$ cat src/rtl/jas_pkg.sv
// Shared types, codes and constants for the joystick Ackermann steering block.
`timescale 1ns / 1ps
package jas_pkg;

  // Input request fields.
  typedef struct packed {
    logic               joy_seen;
    logic [3:0]         buttons;
    logic signed [15:0] left_stick_fwd;
    logic signed [15:0] left_stick_side;
    logic signed [15:0] right_stick_side;
    logic signed [15:0] right_stick_fwd;
    logic signed [15:0] remote_speed;
    logic signed [15:0] remote_turn;
    logic signed [15:0] remote_steer_right;
    logic signed [15:0] remote_steer_left;
  } in_t;

  // Result request fields.
  typedef struct packed {
    logic [1:0]         drive_mode;
    logic signed [15:0] speed_out;
    logic signed [15:0] turn_out;
    logic signed [15:0] steer_right_out;
    logic signed [15:0] steer_left_out;
    logic signed [15:0] fore_tilt;
    logic signed [15:0] rear_tilt;
  } out_t;

  // Drive mode codes.
  localparam logic [1:0] MODE_MANUAL = 2'd0;
  localparam logic [1:0] MODE_REMOTE = 2'd1;
  localparam logic [1:0] MODE_STOP   = 2'd2;

  // Button bit positions.
  localparam int BTN_STOP   = 0;
  localparam int BTN_MANUAL = 1;
  localparam int BTN_REMOTE = 2;
  localparam int BTN_ENABLE = 3;

  // Configuration register indexes.
  localparam logic [2:0] CFG_MAX_SPEED       = 3'd0;
  localparam logic [2:0] CFG_MAX_TURN_RATE   = 3'd1;
  localparam logic [2:0] CFG_MAX_STEER_ANGLE = 3'd2;
  localparam logic [2:0] CFG_TILT_OFFSET     = 3'd3;
  localparam logic [2:0] CFG_RIGHT_OFFSET    = 3'd4;
  localparam logic [2:0] CFG_LEFT_OFFSET     = 3'd5;
  localparam logic [2:0] CFG_TRACK_WIDTH     = 3'd6;

  // Arithmetic constants.
  localparam logic signed [24:0] PI_Q20     = 25'sd3294199;
  localparam logic signed [15:0] HALFPI_Q13 = 16'sd12868;
  localparam logic signed [51:0] GAIN_Q30   = 52'sd652032874;
  localparam logic signed [32:0] ONE_Q30    = 33'sd1073741824;
  localparam logic signed [51:0] NORM_LIM   = 52'sd1099511627776;
  localparam logic signed [49:0] RAD_LIM    = 50'sd67108864;
  localparam logic signed [15:0] W_MIN      = 16'sd41;
  localparam logic [4:0]         STEP_LAST  = 5'd19;

  // Controller states.
  typedef enum logic [4:0] {
    S_IDLE, S_START, S_MUL_V, S_MUL_W, S_MUL_RH, S_MUL_RV, S_RAD, S_NORM,
    S_ITER, S_DIR, S_CHECK, S_SC_INIT, S_SC_SAVE, S_MUL_VS, S_MUL_VC,
    S_MUL_H, S_DEN_IN, S_ANG_IN, S_DEN_OUT, S_ANG_OUT, S_RESULT
  } state_t;

  // Datapath commands.
  typedef enum logic [4:0] {
    CMD_NONE, CMD_LOAD, CMD_MUL_V, CMD_MUL_W, CMD_MUL_RH, CMD_MUL_RV,
    CMD_VEC_STICK, CMD_NORM, CMD_ITER, CMD_DIR, CMD_D_DIR, CMD_SC_INIT,
    CMD_SC_SAVE, CMD_MUL_VS, CMD_MUL_VC, CMD_MUL_H, CMD_VEC_IN, CMD_ANG_IN,
    CMD_VEC_OUT, CMD_ANG_OUT, CMD_RESULT
  } cmd_t;

  // What the shared CORDIC unit is working on.
  typedef enum logic [1:0] {
    JOB_STICK, JOB_SC, JOB_IN, JOB_OUT
  } job_t;

  // Status from datapath to controller.
  typedef struct packed {
    logic joy;
    logic enable;
    logic manual;
    logic remote;
    logic rad_ok;
    logic norm_done;
    logic iter_last;
    logic dir_zero;
    logic w_big;
    logic den_in_zero;
    logic den_out_zero;
    logic out_free;
  } stat_t;

  // Arctangent table, Q20 radians.
  function automatic logic [19:0] atan_q20(input logic [4:0] i);
    logic [19:0] r;
    case (i)
      5'd0:  r = 20'd823550;
      5'd1:  r = 20'd486170;
      5'd2:  r = 20'd256879;
      5'd3:  r = 20'd130396;
      5'd4:  r = 20'd65451;
      5'd5:  r = 20'd32757;
      5'd6:  r = 20'd16383;
      5'd7:  r = 20'd8192;
      5'd8:  r = 20'd4096;
      5'd9:  r = 20'd2048;
      5'd10: r = 20'd1024;
      5'd11: r = 20'd512;
      5'd12: r = 20'd256;
      5'd13: r = 20'd128;
      5'd14: r = 20'd64;
      5'd15: r = 20'd32;
      5'd16: r = 20'd16;
      5'd17: r = 20'd8;
      5'd18: r = 20'd4;
      5'd19: r = 20'd2;
      default: r = 20'd0;
    endcase
    return r;
  endfunction

  // Saturate a wide signed value to 16 bits.
  function automatic logic signed [15:0] sat16(input logic signed [51:0] a);
    logic signed [15:0] r;
    if (a > 52'sd32767) begin
      r = 16'sh7fff;
    end else if (a < -52'sd32768) begin
      r = 16'sh8000;
    end else begin
      r = a[15:0];
    end
    return r;
  endfunction

endpackage

$ cat src/rtl/jas_ctrl.sv
// Controller state machine that sequences the steering datapath.
`timescale 1ns / 1ps
module jas_ctrl (
  input  logic           clk,
  input  logic           rst,
  input  logic           in_valid,
  input  jas_pkg::stat_t stat,
  output jas_pkg::cmd_t  cmd,
  output logic           busy
);

  jas_pkg::state_t state, state_next;
  jas_pkg::job_t   job, job_next;

  // State and job registers.
  always_ff @(posedge clk) begin
    if (rst) begin
      state <= jas_pkg::S_IDLE;
      job   <= jas_pkg::JOB_STICK;
    end else begin
      state <= state_next;
      job   <= job_next;
    end
  end

  // Next state.
  always_comb begin
    state_next = state;
    job_next   = job;
    case (state)
      jas_pkg::S_IDLE: begin
        if (in_valid) state_next = jas_pkg::S_START;
      end
      jas_pkg::S_START: begin
        if (!stat.joy) begin
          state_next = jas_pkg::S_IDLE;
        end else if (stat.enable && stat.manual) begin
          state_next = jas_pkg::S_MUL_V;
        end else begin
          state_next = jas_pkg::S_CHECK;
        end
      end
      jas_pkg::S_MUL_V:  state_next = jas_pkg::S_MUL_W;
      jas_pkg::S_MUL_W:  state_next = jas_pkg::S_MUL_RH;
      jas_pkg::S_MUL_RH: state_next = jas_pkg::S_MUL_RV;
      jas_pkg::S_MUL_RV: state_next = jas_pkg::S_RAD;
      jas_pkg::S_RAD: begin
        if (stat.rad_ok) begin
          state_next = jas_pkg::S_NORM;
          job_next   = jas_pkg::JOB_STICK;
        end else begin
          state_next = jas_pkg::S_CHECK;
        end
      end
      jas_pkg::S_NORM: begin
        if (stat.norm_done) state_next = jas_pkg::S_ITER;
      end
      jas_pkg::S_ITER: begin
        if (stat.iter_last) begin
          case (job)
            jas_pkg::JOB_STICK: state_next = jas_pkg::S_DIR;
            jas_pkg::JOB_SC:    state_next = jas_pkg::S_SC_SAVE;
            jas_pkg::JOB_IN:    state_next = jas_pkg::S_ANG_IN;
            jas_pkg::JOB_OUT:   state_next = jas_pkg::S_ANG_OUT;
            default:            state_next = jas_pkg::S_IDLE;
          endcase
        end
      end
      jas_pkg::S_DIR: state_next = jas_pkg::S_CHECK;
      jas_pkg::S_CHECK: begin
        if (stat.remote) begin
          state_next = jas_pkg::S_RESULT;
        end else if (stat.w_big) begin
          state_next = jas_pkg::S_SC_INIT;
        end else begin
          state_next = jas_pkg::S_RESULT;
        end
      end
      jas_pkg::S_SC_INIT: begin
        if (stat.dir_zero) begin
          state_next = jas_pkg::S_MUL_VS;
        end else begin
          state_next = jas_pkg::S_ITER;
          job_next   = jas_pkg::JOB_SC;
        end
      end
      jas_pkg::S_SC_SAVE: state_next = jas_pkg::S_MUL_VS;
      jas_pkg::S_MUL_VS:  state_next = jas_pkg::S_MUL_VC;
      jas_pkg::S_MUL_VC:  state_next = jas_pkg::S_MUL_H;
      jas_pkg::S_MUL_H:   state_next = jas_pkg::S_DEN_IN;
      jas_pkg::S_DEN_IN: begin
        if (stat.den_in_zero) begin
          state_next = jas_pkg::S_DEN_OUT;
        end else begin
          state_next = jas_pkg::S_NORM;
          job_next   = jas_pkg::JOB_IN;
        end
      end
      jas_pkg::S_ANG_IN: state_next = jas_pkg::S_DEN_OUT;
      jas_pkg::S_DEN_OUT: begin
        if (stat.den_out_zero) begin
          state_next = jas_pkg::S_RESULT;
        end else begin
          state_next = jas_pkg::S_NORM;
          job_next   = jas_pkg::JOB_OUT;
        end
      end
      jas_pkg::S_ANG_OUT: state_next = jas_pkg::S_RESULT;
      jas_pkg::S_RESULT: begin
        if (stat.out_free) state_next = jas_pkg::S_IDLE;
      end
      default: state_next = jas_pkg::S_IDLE;
    endcase
  end

  // Command outputs.
  always_comb begin
    cmd  = jas_pkg::CMD_NONE;
    busy = 1'b1;
    case (state)
      jas_pkg::S_IDLE: begin
        busy = 1'b0;
        if (in_valid) cmd = jas_pkg::CMD_LOAD;
      end
      jas_pkg::S_START:  cmd = jas_pkg::CMD_NONE;
      jas_pkg::S_MUL_V:  cmd = jas_pkg::CMD_MUL_V;
      jas_pkg::S_MUL_W:  cmd = jas_pkg::CMD_MUL_W;
      jas_pkg::S_MUL_RH: cmd = jas_pkg::CMD_MUL_RH;
      jas_pkg::S_MUL_RV: cmd = jas_pkg::CMD_MUL_RV;
      jas_pkg::S_RAD: begin
        if (stat.rad_ok) cmd = jas_pkg::CMD_VEC_STICK;
      end
      jas_pkg::S_NORM: begin
        if (!stat.norm_done) cmd = jas_pkg::CMD_NORM;
      end
      jas_pkg::S_ITER:    cmd = jas_pkg::CMD_ITER;
      jas_pkg::S_DIR:     cmd = jas_pkg::CMD_DIR;
      jas_pkg::S_CHECK:   cmd = jas_pkg::CMD_D_DIR;
      jas_pkg::S_SC_INIT: cmd = jas_pkg::CMD_SC_INIT;
      jas_pkg::S_SC_SAVE: cmd = jas_pkg::CMD_SC_SAVE;
      jas_pkg::S_MUL_VS:  cmd = jas_pkg::CMD_MUL_VS;
      jas_pkg::S_MUL_VC:  cmd = jas_pkg::CMD_MUL_VC;
      jas_pkg::S_MUL_H:   cmd = jas_pkg::CMD_MUL_H;
      jas_pkg::S_DEN_IN:  cmd = jas_pkg::CMD_VEC_IN;
      jas_pkg::S_ANG_IN:  cmd = jas_pkg::CMD_ANG_IN;
      jas_pkg::S_DEN_OUT: cmd = jas_pkg::CMD_VEC_OUT;
      jas_pkg::S_ANG_OUT: cmd = jas_pkg::CMD_ANG_OUT;
      jas_pkg::S_RESULT: begin
        if (stat.out_free) cmd = jas_pkg::CMD_RESULT;
      end
      default: cmd = jas_pkg::CMD_NONE;
    endcase
  end

endmodule

$ cat src/rtl/jas_dp.sv
// Datapath: configuration, shared multiplier, shared CORDIC unit and result register.
`timescale 1ns / 1ps
module jas_dp (
  input  logic           clk,
  input  logic           rst,
  input  jas_pkg::cmd_t  cmd,
  input  jas_pkg::in_t   in_data,
  input  logic           cfg_we,
  input  logic [2:0]     cfg_index,
  input  logic [15:0]    cfg_data,
  input  logic           out_stall,
  output jas_pkg::stat_t stat,
  output logic           out_valid,
  output jas_pkg::out_t  out_data
);

  // Configuration registers.
  logic [14:0]        max_speed, max_turn_rate, track_width;
  logic [13:0]        max_steer_angle;
  logic signed [15:0] tilt_offset, right_offset, left_offset;

  // Working registers.
  jas_pkg::in_t       item;
  logic [1:0]         mode;
  logic signed [15:0] v, w, dir, d_in, d_out;
  logic signed [49:0] prod, acc, num, vc;
  logic signed [51:0] x, y;
  logic signed [24:0] z;
  logic [4:0]         cnt;
  logic               rot;
  logic signed [32:0] c, s;

  // Combinational helpers.
  logic [1:0]         mode_new;
  logic signed [16:0] ma, av, aw;
  logic signed [32:0] mb;
  logic signed [49:0] mp;
  logic signed [51:0] xs, ys, den_in, den_out, half, num_w;
  logic signed [24:0] at, pioff, a_dir, t_dir, lim, z_rnd;
  logic               pos;
  logic signed [15:0] outer, inner;
  logic signed [17:0] sr_sum, sl_sum;

  // Configuration writes.
  always_ff @(posedge clk) begin
    if (rst) begin
      max_speed       <= 15'd6144;
      max_turn_rate   <= 15'd12868;
      max_steer_angle <= 14'd2859;
      tilt_offset     <= 16'sd0;
      right_offset    <= 16'sd465;
      left_offset     <= 16'sd0;
      track_width     <= 15'd2048;
    end else if (cfg_we) begin
      case (cfg_index)
        jas_pkg::CFG_MAX_SPEED:       max_speed       <= cfg_data[14:0];
        jas_pkg::CFG_MAX_TURN_RATE:   max_turn_rate   <= cfg_data[14:0];
        jas_pkg::CFG_MAX_STEER_ANGLE: max_steer_angle <= cfg_data[13:0];
        jas_pkg::CFG_TILT_OFFSET:     tilt_offset     <= cfg_data;
        jas_pkg::CFG_RIGHT_OFFSET:    right_offset    <= cfg_data;
        jas_pkg::CFG_LEFT_OFFSET:     left_offset     <= cfg_data;
        jas_pkg::CFG_TRACK_WIDTH:     track_width     <= cfg_data[14:0];
        default: ;
      endcase
    end
  end

  // Mode update by button priority: stop, then manual, then remote.
  always_comb begin
    mode_new = mode;
    if (in_data.buttons[jas_pkg::BTN_STOP]) begin
      mode_new = jas_pkg::MODE_STOP;
    end else if (in_data.buttons[jas_pkg::BTN_MANUAL]) begin
      mode_new = jas_pkg::MODE_MANUAL;
    end else if (in_data.buttons[jas_pkg::BTN_REMOTE]) begin
      mode_new = jas_pkg::MODE_REMOTE;
    end
  end

  // Shared multiplier operand selection.
  assign av = v[15] ? -{v[15], v} : {v[15], v};
  assign aw = w[15] ? -{w[15], w} : {w[15], w};

  always_comb begin
    ma = '0;
    mb = '0;
    case (cmd)
      jas_pkg::CMD_MUL_V: begin
        ma = {item.left_stick_fwd[15], item.left_stick_fwd};
        mb = {18'd0, max_speed};
      end
      jas_pkg::CMD_MUL_W: begin
        ma = {item.left_stick_side[15], item.left_stick_side};
        mb = {18'd0, max_turn_rate};
      end
      jas_pkg::CMD_MUL_RH: begin
        ma = {item.right_stick_side[15], item.right_stick_side};
        mb = {{17{item.right_stick_side[15]}}, item.right_stick_side};
      end
      jas_pkg::CMD_MUL_RV: begin
        ma = {item.right_stick_fwd[15], item.right_stick_fwd};
        mb = {{17{item.right_stick_fwd[15]}}, item.right_stick_fwd};
      end
      jas_pkg::CMD_MUL_VS: begin
        ma = av;
        mb = s;
      end
      jas_pkg::CMD_MUL_VC: begin
        ma = av;
        mb = c;
      end
      jas_pkg::CMD_MUL_H: begin
        ma = aw;
        mb = {18'd0, track_width};
      end
      default: begin
        ma = '0;
        mb = '0;
      end
    endcase
  end

  assign mp = ma * mb;

  // CORDIC step: rotation steers z to zero, vectoring steers y to zero.
  assign xs  = x >>> cnt;
  assign ys  = y >>> cnt;
  assign at  = {5'd0, jas_pkg::atan_q20(cnt)};
  assign pos = rot ? !z[24] : y[51];

  // Stick direction: half the atan2, rounded, then clamped.
  assign pioff = item.right_stick_fwd[15] ?
                 (item.right_stick_side[15] ? -jas_pkg::PI_Q20 : jas_pkg::PI_Q20) :
                 25'sd0;
  assign a_dir = z + pioff;
  assign t_dir = (a_dir + 25'sd128) >>> 8;
  assign lim   = $signed({11'd0, max_steer_angle});
  assign z_rnd = (z + 25'sd64) >>> 7;

  // Ackermann denominators, both in Q42.
  assign half    = {{2{prod[49]}}, prod} <<< 17;
  assign den_in  = {{2{vc[49]}}, vc} - half;
  assign den_out = {{2{vc[49]}}, vc} + half;
  assign num_w   = {{2{num[49]}}, num};

  // Inner and outer wheels swap for a negative turn rate.
  assign outer  = w[15] ? d_in : d_out;
  assign inner  = w[15] ? d_out : d_in;
  assign sr_sum = (mode == jas_pkg::MODE_REMOTE) ?
                  -{{2{item.remote_steer_right[15]}}, item.remote_steer_right}
                  + {{2{right_offset[15]}}, right_offset} :
                  -{{2{outer[15]}}, outer} + {{2{right_offset[15]}}, right_offset};
  assign sl_sum = (mode == jas_pkg::MODE_REMOTE) ?
                  -{{2{item.remote_steer_left[15]}}, item.remote_steer_left}
                  + {{2{left_offset[15]}}, left_offset} :
                  -{{2{inner[15]}}, inner} + {{2{left_offset[15]}}, left_offset};

  // Control registers: mode and result valid.
  always_ff @(posedge clk) begin
    if (rst) begin
      mode      <= jas_pkg::MODE_MANUAL;
      out_valid <= 1'b0;
    end else begin
      if (cmd == jas_pkg::CMD_LOAD && in_data.joy_seen) mode <= mode_new;
      if (cmd == jas_pkg::CMD_RESULT) begin
        out_valid <= 1'b1;
      end else if (out_valid && !out_stall) begin
        out_valid <= 1'b0;
      end
    end
  end

  // Payload registers driven by commands.
  always_ff @(posedge clk) begin
    case (cmd)
      jas_pkg::CMD_LOAD: begin
        item <= in_data;
        dir  <= 16'sd0;
        if (!in_data.buttons[jas_pkg::BTN_ENABLE] && mode_new == jas_pkg::MODE_REMOTE) begin
          v <= in_data.remote_speed;
          w <= in_data.remote_turn;
        end else begin
          v <= 16'sd0;
          w <= 16'sd0;
        end
      end
      jas_pkg::CMD_MUL_V: prod <= mp;
      jas_pkg::CMD_MUL_W: begin
        v    <= jas_pkg::sat16({{2{prod[49]}}, (prod + 50'sd8192) >>> 14});
        prod <= mp;
      end
      jas_pkg::CMD_MUL_RH: begin
        w    <= jas_pkg::sat16({{2{prod[49]}}, (prod + 50'sd8192) >>> 14});
        prod <= mp;
      end
      jas_pkg::CMD_MUL_RV: begin
        acc  <= prod;
        prod <= mp;
      end
      jas_pkg::CMD_VEC_STICK: begin
        if (item.right_stick_fwd[15]) begin
          x <= -{{36{item.right_stick_fwd[15]}}, item.right_stick_fwd};
          y <= -{{36{item.right_stick_side[15]}}, item.right_stick_side};
        end else begin
          x <= {{36{item.right_stick_fwd[15]}}, item.right_stick_fwd};
          y <= {{36{item.right_stick_side[15]}}, item.right_stick_side};
        end
        z   <= 25'sd0;
        cnt <= 5'd0;
        rot <= 1'b0;
      end
      jas_pkg::CMD_NORM: begin
        x <= x <<< 1;
        y <= y <<< 1;
      end
      jas_pkg::CMD_ITER: begin
        if (pos) begin
          x <= x - ys;
          y <= y + xs;
          z <= z - at;
        end else begin
          x <= x + ys;
          y <= y - xs;
          z <= z + at;
        end
        cnt <= cnt + 5'd1;
      end
      jas_pkg::CMD_DIR: begin
        if (t_dir > lim) begin
          dir <= lim[15:0];
        end else if (t_dir < -lim) begin
          dir <= -lim[15:0];
        end else begin
          dir <= t_dir[15:0];
        end
      end
      jas_pkg::CMD_D_DIR: begin
        d_in  <= dir;
        d_out <= dir;
      end
      jas_pkg::CMD_SC_INIT: begin
        if (dir == 16'sd0) begin
          c <= jas_pkg::ONE_Q30;
          s <= 33'sd0;
        end
        x   <= jas_pkg::GAIN_Q30;
        y   <= 52'sd0;
        z   <= {{2{dir[15]}}, dir, 7'd0};
        cnt <= 5'd0;
        rot <= 1'b1;
      end
      jas_pkg::CMD_SC_SAVE: begin
        c <= x[32:0];
        s <= y[32:0];
      end
      jas_pkg::CMD_MUL_VS: prod <= mp;
      jas_pkg::CMD_MUL_VC: begin
        num  <= prod;
        prod <= mp;
      end
      jas_pkg::CMD_MUL_H: begin
        vc   <= prod;
        prod <= mp;
      end
      jas_pkg::CMD_VEC_IN: begin
        if (den_in == 52'sd0) begin
          if (num > 50'sd0) begin
            d_in <= jas_pkg::HALFPI_Q13;
          end else if (num < 50'sd0) begin
            d_in <= -jas_pkg::HALFPI_Q13;
          end else begin
            d_in <= 16'sd0;
          end
        end
        x   <= den_in[51] ? -den_in : den_in;
        y   <= den_in[51] ? -num_w : num_w;
        z   <= 25'sd0;
        cnt <= 5'd0;
        rot <= 1'b0;
      end
      jas_pkg::CMD_ANG_IN: d_in <= z_rnd[15:0];
      jas_pkg::CMD_VEC_OUT: begin
        if (den_out == 52'sd0) begin
          if (num > 50'sd0) begin
            d_out <= jas_pkg::HALFPI_Q13;
          end else if (num < 50'sd0) begin
            d_out <= -jas_pkg::HALFPI_Q13;
          end else begin
            d_out <= 16'sd0;
          end
        end
        x   <= den_out[51] ? -den_out : den_out;
        y   <= den_out[51] ? -num_w : num_w;
        z   <= 25'sd0;
        cnt <= 5'd0;
        rot <= 1'b0;
      end
      jas_pkg::CMD_ANG_OUT: d_out <= z_rnd[15:0];
      jas_pkg::CMD_RESULT: begin
        out_data.drive_mode      <= mode;
        out_data.speed_out       <= v;
        out_data.turn_out        <= w;
        out_data.steer_right_out <= jas_pkg::sat16({{34{sr_sum[17]}}, sr_sum});
        out_data.steer_left_out  <= jas_pkg::sat16({{34{sl_sum[17]}}, sl_sum});
        out_data.fore_tilt       <= tilt_offset;
        out_data.rear_tilt       <= tilt_offset;
      end
      default: ;
    endcase
  end

  // Status to the controller.
  always_comb begin
    stat.joy          = item.joy_seen;
    stat.enable       = item.buttons[jas_pkg::BTN_ENABLE];
    stat.manual       = (mode == jas_pkg::MODE_MANUAL);
    stat.remote       = (mode == jas_pkg::MODE_REMOTE);
    stat.rad_ok       = (acc + prod) > jas_pkg::RAD_LIM;
    stat.norm_done    = (x >= jas_pkg::NORM_LIM) || (x <= -jas_pkg::NORM_LIM) ||
                        (y >= jas_pkg::NORM_LIM) || (y <= -jas_pkg::NORM_LIM);
    stat.iter_last    = (cnt == jas_pkg::STEP_LAST);
    stat.dir_zero     = (dir == 16'sd0);
    stat.w_big        = (w >= jas_pkg::W_MIN) || (w <= -jas_pkg::W_MIN);
    stat.den_in_zero  = (den_in == 52'sd0);
    stat.den_out_zero = (den_out == 52'sd0);
    stat.out_free     = !out_valid || !out_stall;
  end

endmodule

$ cat src/rtl/joystick_ackermann_steering_top.sv
// Top level of the joystick Ackermann steering block.
`timescale 1ns / 1ps
// Usage: each control tick, present a joystick snapshot and the remote commands
// on in_data with in_valid high; the request is taken on an edge where in_stall
// is low. A request with joy_seen clear gives no result and leaves the mode as
// it is. Every other request gives one result on out_data, held under out_valid
// until an edge where out_stall is low.
// Configuration registers are written through cfg_we, cfg_index and cfg_data
// while the block is idle; writes take effect on the next edge.
// Remote mode, stop mode and a released enable skip the arithmetic, while manual
// mode runs the shared multiplier and may add the Ackermann path. The work rests
// on the one shared CORDIC unit: 20 iterations each for the stick angle, the sine
// and cosine, and the two wheel angles, every vectoring pass first taking up to
// 40 one-bit normalizing shifts, with the shared multiplier forming one product
// at a time.
// One request is worked at a time; the next one is taken as soon as the result
// sits in the output register, even while the receiver stalls it.
// Reset puts the block in manual mode, loads the register defaults and clears
// the output valid.
module joystick_ackermann_steering_top (
  input  logic          clk,
  input  logic          rst,
  input  logic          in_valid,
  output logic          in_stall,
  input  jas_pkg::in_t  in_data,
  output logic          out_valid,
  input  logic          out_stall,
  output jas_pkg::out_t out_data,
  input  logic          cfg_we,
  input  logic [2:0]    cfg_index,
  input  logic [15:0]   cfg_data
);

  jas_pkg::cmd_t  cmd;
  jas_pkg::stat_t stat;

  // Sequencer.
  jas_ctrl u_ctrl (
    .clk      (clk),
    .rst      (rst),
    .in_valid (in_valid),
    .stat     (stat),
    .cmd      (cmd),
    .busy     (in_stall)
  );

  // Arithmetic and storage.
  jas_dp u_dp (
    .clk       (clk),
    .rst       (rst),
    .cmd       (cmd),
    .in_data   (in_data),
    .cfg_we    (cfg_we),
    .cfg_index (cfg_index),
    .cfg_data  (cfg_data),
    .out_stall (out_stall),
    .stat      (stat),
    .out_valid (out_valid),
    .out_data  (out_data)
  );

endmodule

$ cat config.mk
export PLATFORM = sky130hd
export DESIGN_NAME = joystick_ackermann_steering_top
export DESIGN_NICKNAME = d
export VERILOG_FILES = /design/src/rtl/jas_pkg.sv /design/src/rtl/jas_ctrl.sv /design/src/rtl/jas_dp.sv /design/src/rtl/joystick_ackermann_steering_top.sv
export SDC_FILE = /design/constraint.sdc
export NUM_CORES = 2
export LEC_CHECK = 0
export BUFFER_PORTS_ARGS = -buffer_cell sky130_fd_sc_hd__buf_2
export CORE_ASPECT_RATIO = 0.7
export CORE_MARGIN = 3
export CORE_UTILIZATION = 60
export DETAILED_ROUTE_END_ITERATION = 12
export PLACE_DENSITY = 0.77
export SETUP_SLACK_MARGIN = 0.15
export SLEW_MARGIN = 0
export SYNTH_ARGS = -nofsm -noshare
export SYNTH_HDL_FRONTEND = slang
export SYNTH_HIERARCHICAL = 1
export SYNTH_SLANG_ARGS = --single-unit
$ cat constraint.sdc
create_clock -name clk -period 17.79 [get_ports clk]
set_clock_uncertainty 0.2 [all_clocks]
set_input_delay 0.8895 -clock clk [delete_from_list [all_inputs] [get_ports clk]]
set_output_delay 0.8895 -clock clk [all_outputs]
set_load 0.01 [all_outputs]
==> impl_results.md <==
* Crit path max-delay family: compound AO/OA/AOI/OAI gates
* Core area at 139100 µm²
* Cts hold-fix bufs at 0
* Unrepaired setup endpoints after global routing: no
* R2R depth at between 50 and 60
* Asr flop ratio synth at 0%
* Post-synthesis sequential area ratio at approximately a quarter
* Final wirelength at 328.5 mm
* Crit path time final at between 15 and 20 ns
* Worst rel slew slack at 0.1513%
* Layout area overhead at 7.103%
* IO Count at 257
* CTS tree: built
* Syn avg cell area at 8.979 µm²
* Critical-path maximum fanout at 53
* Die height at 320.1 µm
* Dpl cell area at between 80000 and 90000 µm²
* Pins Over Slew Limit at 0
* First-pass GRT wire length at slightly below 500 mm
* Nets at 10.63k
* Die area at 145600 µm²
* Reg2reg end: u_dp/prod[49]$_DFFE_PP_
* Filler Cells Inserted at ~11k
* WS Path Type: reg2reg
* Hold worst-path end: u_dp/item[96]$_DFFE_PP_
* Crit path required time at approximately 18 ns
* Post-CTS setup repair buffer count at 0
* Fin Setup TNS at 0 ns
* CP most frequent cell: fa_1
* Initial DRC Count at 12.25k
* Synth Net Count at 10.62k
* Gate Count Post-Synth at 9419
* Number of CTS-inserted buffers at 82
* Post-layout util at roughly 65%
* First-pass iteration count of the detailed router at 9
* Yosys Warn Count at 6
* HP Start: in_data[96]
* Fin area at 90580 µm²
* Sink Count at 798
* Status: finished, violations left
* DRC Markers at 0
* Root buffer cell: clkbuf_16
* Pleak at around 37 nW
* Largest net degree at the start of global routing at 84
* Number of global-route vias before repair at 72.77k
* Routed vias/inst at roughly 6.9
* Synth area leaders: edfxtp_1 23%, fa_1 13%, ha_1 7.4%
* Top-area cell type share of the netlist area at 23.47%
* Final Hold Violating Endpoints at 0
* Post-DR wirelength/cell at a little under 30 µm
* Clk_lat worst skew at 0.76 ns
* Clk pin slew, worst setup/hold paths at ~0.07 ns
* GR Util All Layers at 44.10%
* Synth Cell Area at between 80000 and 90000 µm²
* Peak VDD IR at 93.63 µV
* Initial Util at 60.81%
* H-tree depth at 3
* DR vias at 78.46k
* # rows at roughly 110
* Multi-input gate area at 57210 µm²
* Unique masters post-synth at 98
* Worst reg2reg path startpoint: u_dp/prod[0]$_DFFE_PP_
* Die W at 454.7 µm
* Worst path arrival time at 16.87 ns
* Max cap viols at 1
* Port Buffer Count at 256
* Hold Path Depth at 1
* Part of the cycle the worst path needs at 93.49%
* Slowest CP cell: a2111oi_0
* Area leader, netlist: edfxtp_1
* Seq. cell area at 22590 µm²
* Crit path launch type: flip-flop
* Max incr delay on CP at 0.66 ns
* Post-synth EDFFs at 661
* Seq cells post-synth at 798
* Buf+Inv Stages, Crit Path at 8
* Detail Route Antenna Nets at 0
* HP Class: in2reg
* Internal reg-to-reg setup slack at 1.16 ns
* Pwr dens at around 94 nW/µm²
* Final HPWL DP at 251.3 mm
* Initial antenna violation count at 27
* # setup viols final at 0
* Synth Flop Type: edfxtp_1
* Worst-margin pin slew at approximately 1.5 ns
* Fmax at between 0.06 and 0.07 GHz
* Layout cells sized above 1 at 9.534%
* Grt total ovfl at 0
* CP Capture Type: flip-flop
* Failing checks: max-capacitance violations
* Routability Congestion at approximately 1.1
* Bufs on Longest Clock Path at 3
## cell usage after synthesis (all sizes together), types with 137 or more instances
library cell,number
xnor2,345
mux2i,146
o21ai,487
ha,503
clkbuf,378
a21oi,622
nor2,863
fa,545
dfxtp,137
nand2,997
inv,829
xor2,216
nor3,161
a21o,161
nand3,170
mux4,138
edfxtp,661
## metrics by stage
stage               setup WS [ns]  power (mW)  hold slack [ns]  instances
floorplan                   3.415       5.146           0.2081       9419
global placement            1.632       6.350           0.2130      11190
finish                      1.159       8.486           0.1034      11360
global route               0.1751       8.813          0.08394      11350
detailed placement          1.377       6.419           0.2185      11190
CTS                         1.229       8.298          0.06942      11350
## power breakdown
group	switching, mW	internal (mW)
logic	2.52	1.41
clock network	0.870	1.01
registers	0.359	2.33
## worst max path at each step
| stage | from | endpoint | depth (start not counted) |
|---|---|---|---|
| after global routing | u_dp/prod[0]$_DFFE_PP_ | u_dp/prod[49]$_DFFE_PP_ | 54 |
| after detailed placement | u_dp/prod[0]$_DFFE_PP_ | u_dp/prod[49]$_DFFE_PP_ | 57 |
| after CTS | u_dp/prod[0]$_DFFE_PP_ | u_dp/prod[49]$_DFFE_PP_ | 53 |
| after global placement | u_dp/prod[0]$_DFFE_PP_ | u_dp/prod[49]$_DFFE_PP_ | 48 |
| final | u_dp/prod[0]$_DFFE_PP_ | u_dp/prod[49]$_DFFE_PP_ | 54 |
| after floorplan | u_dp/prod[0]$_DFFE_PP_ | u_dp/prod[48]$_DFFE_PP_ | 54 |
## flip-flops by register name (all words and copies together), names as in the netlist, 16 cells and up
name               cells
u_dp/left_offset      16
u_dp/y                52
u_dp/z                25
u_dp/item             96
u_dp/x                52
u_dp/right_offset     16
u_dp/tilt_offset      16
u_dp/dir              16
u_dp/c                33
u_dp/w                16
u_dp/s                33
u_dp/acc              50
u_dp/d_in             16
u_dp/vc               50
u_dp/prod             50
u_dp/num              50
u_dp/at               20
u_dp/v                16
u_dp/out_data         82
u_dp/d_out            16
## per-layer routing
metal / track usage (%) / up-vias / wire [µm]
met2: 59.55 / 6142 / 128400
met1: 62.51 / 37650 / 128800
li1: - / 33660 / -
met4: 16.34 / 28 / 15740
met5: 0.06510 / - / 184
met3: 18.85 / 984 / 55400
## layout make-up
type                            count  area share [%]
Clock buffer                       98           2.448
Multi-Input combinational cell   7300           63.16
Timing Repair Buffer              411           2.706
Sequential cell                   798           24.94
Inverter                          829           3.439
Antenna cell                       14         0.03868
Clock inverter                     56          0.7058
Tap cell                         1856           2.564
## cell usage in the layout, fill, tap and decap left out, types with 76 or more instances in the layout
cell       Yosys  final
clkbuf_16      0     85
a31oi_1       82     80
ha_1         503    503
or3_1         76     76
nand3_1      169    169
a221oi_1     115    110
nand2b_1     135    135
mux2_2        79     79
edfxtp_1     661    661
nand2_1      996    996
a21oi_1      622    619
nor3_1       158    153
o211ai_1     114    114
buf_2         41    255
nor2b_1      105    104
mux2i_1      146    146
inv_1        827    823
nor4_1        90     87
o21ai_0      477    475
xor2_1       216    216
buf_4         24    155
a21o_1       161    160
and2_1       113    113
fa_1         545    545
mux4_2       138    138
xnor2_1      345    344
nor2_1       861    854
dfxtp_1      137    137
nand4_1       89     89
## kinds of logic after synthesis
group | count (synthesis) | synth area share (%)
AOI/OAI and AO/OA | 2292 | 17.76
xor gates and xnor gates | 561 | 5.810
adders and majority gates | 1048 | 20.34
buffers and inverters | 1321 | 6.069
DFF | 798 | 26.71
muxes | 364 | 6.472
and+or+nand+nor | 3035 | 16.83
## timing repair
item	4_1_cts	5_1_grt
hold endpoints to repair	0	0
resized for setup	0	2
endpoints found under the setup margin	0	6
Note: power is estimated with default switching activity, not from simulation.
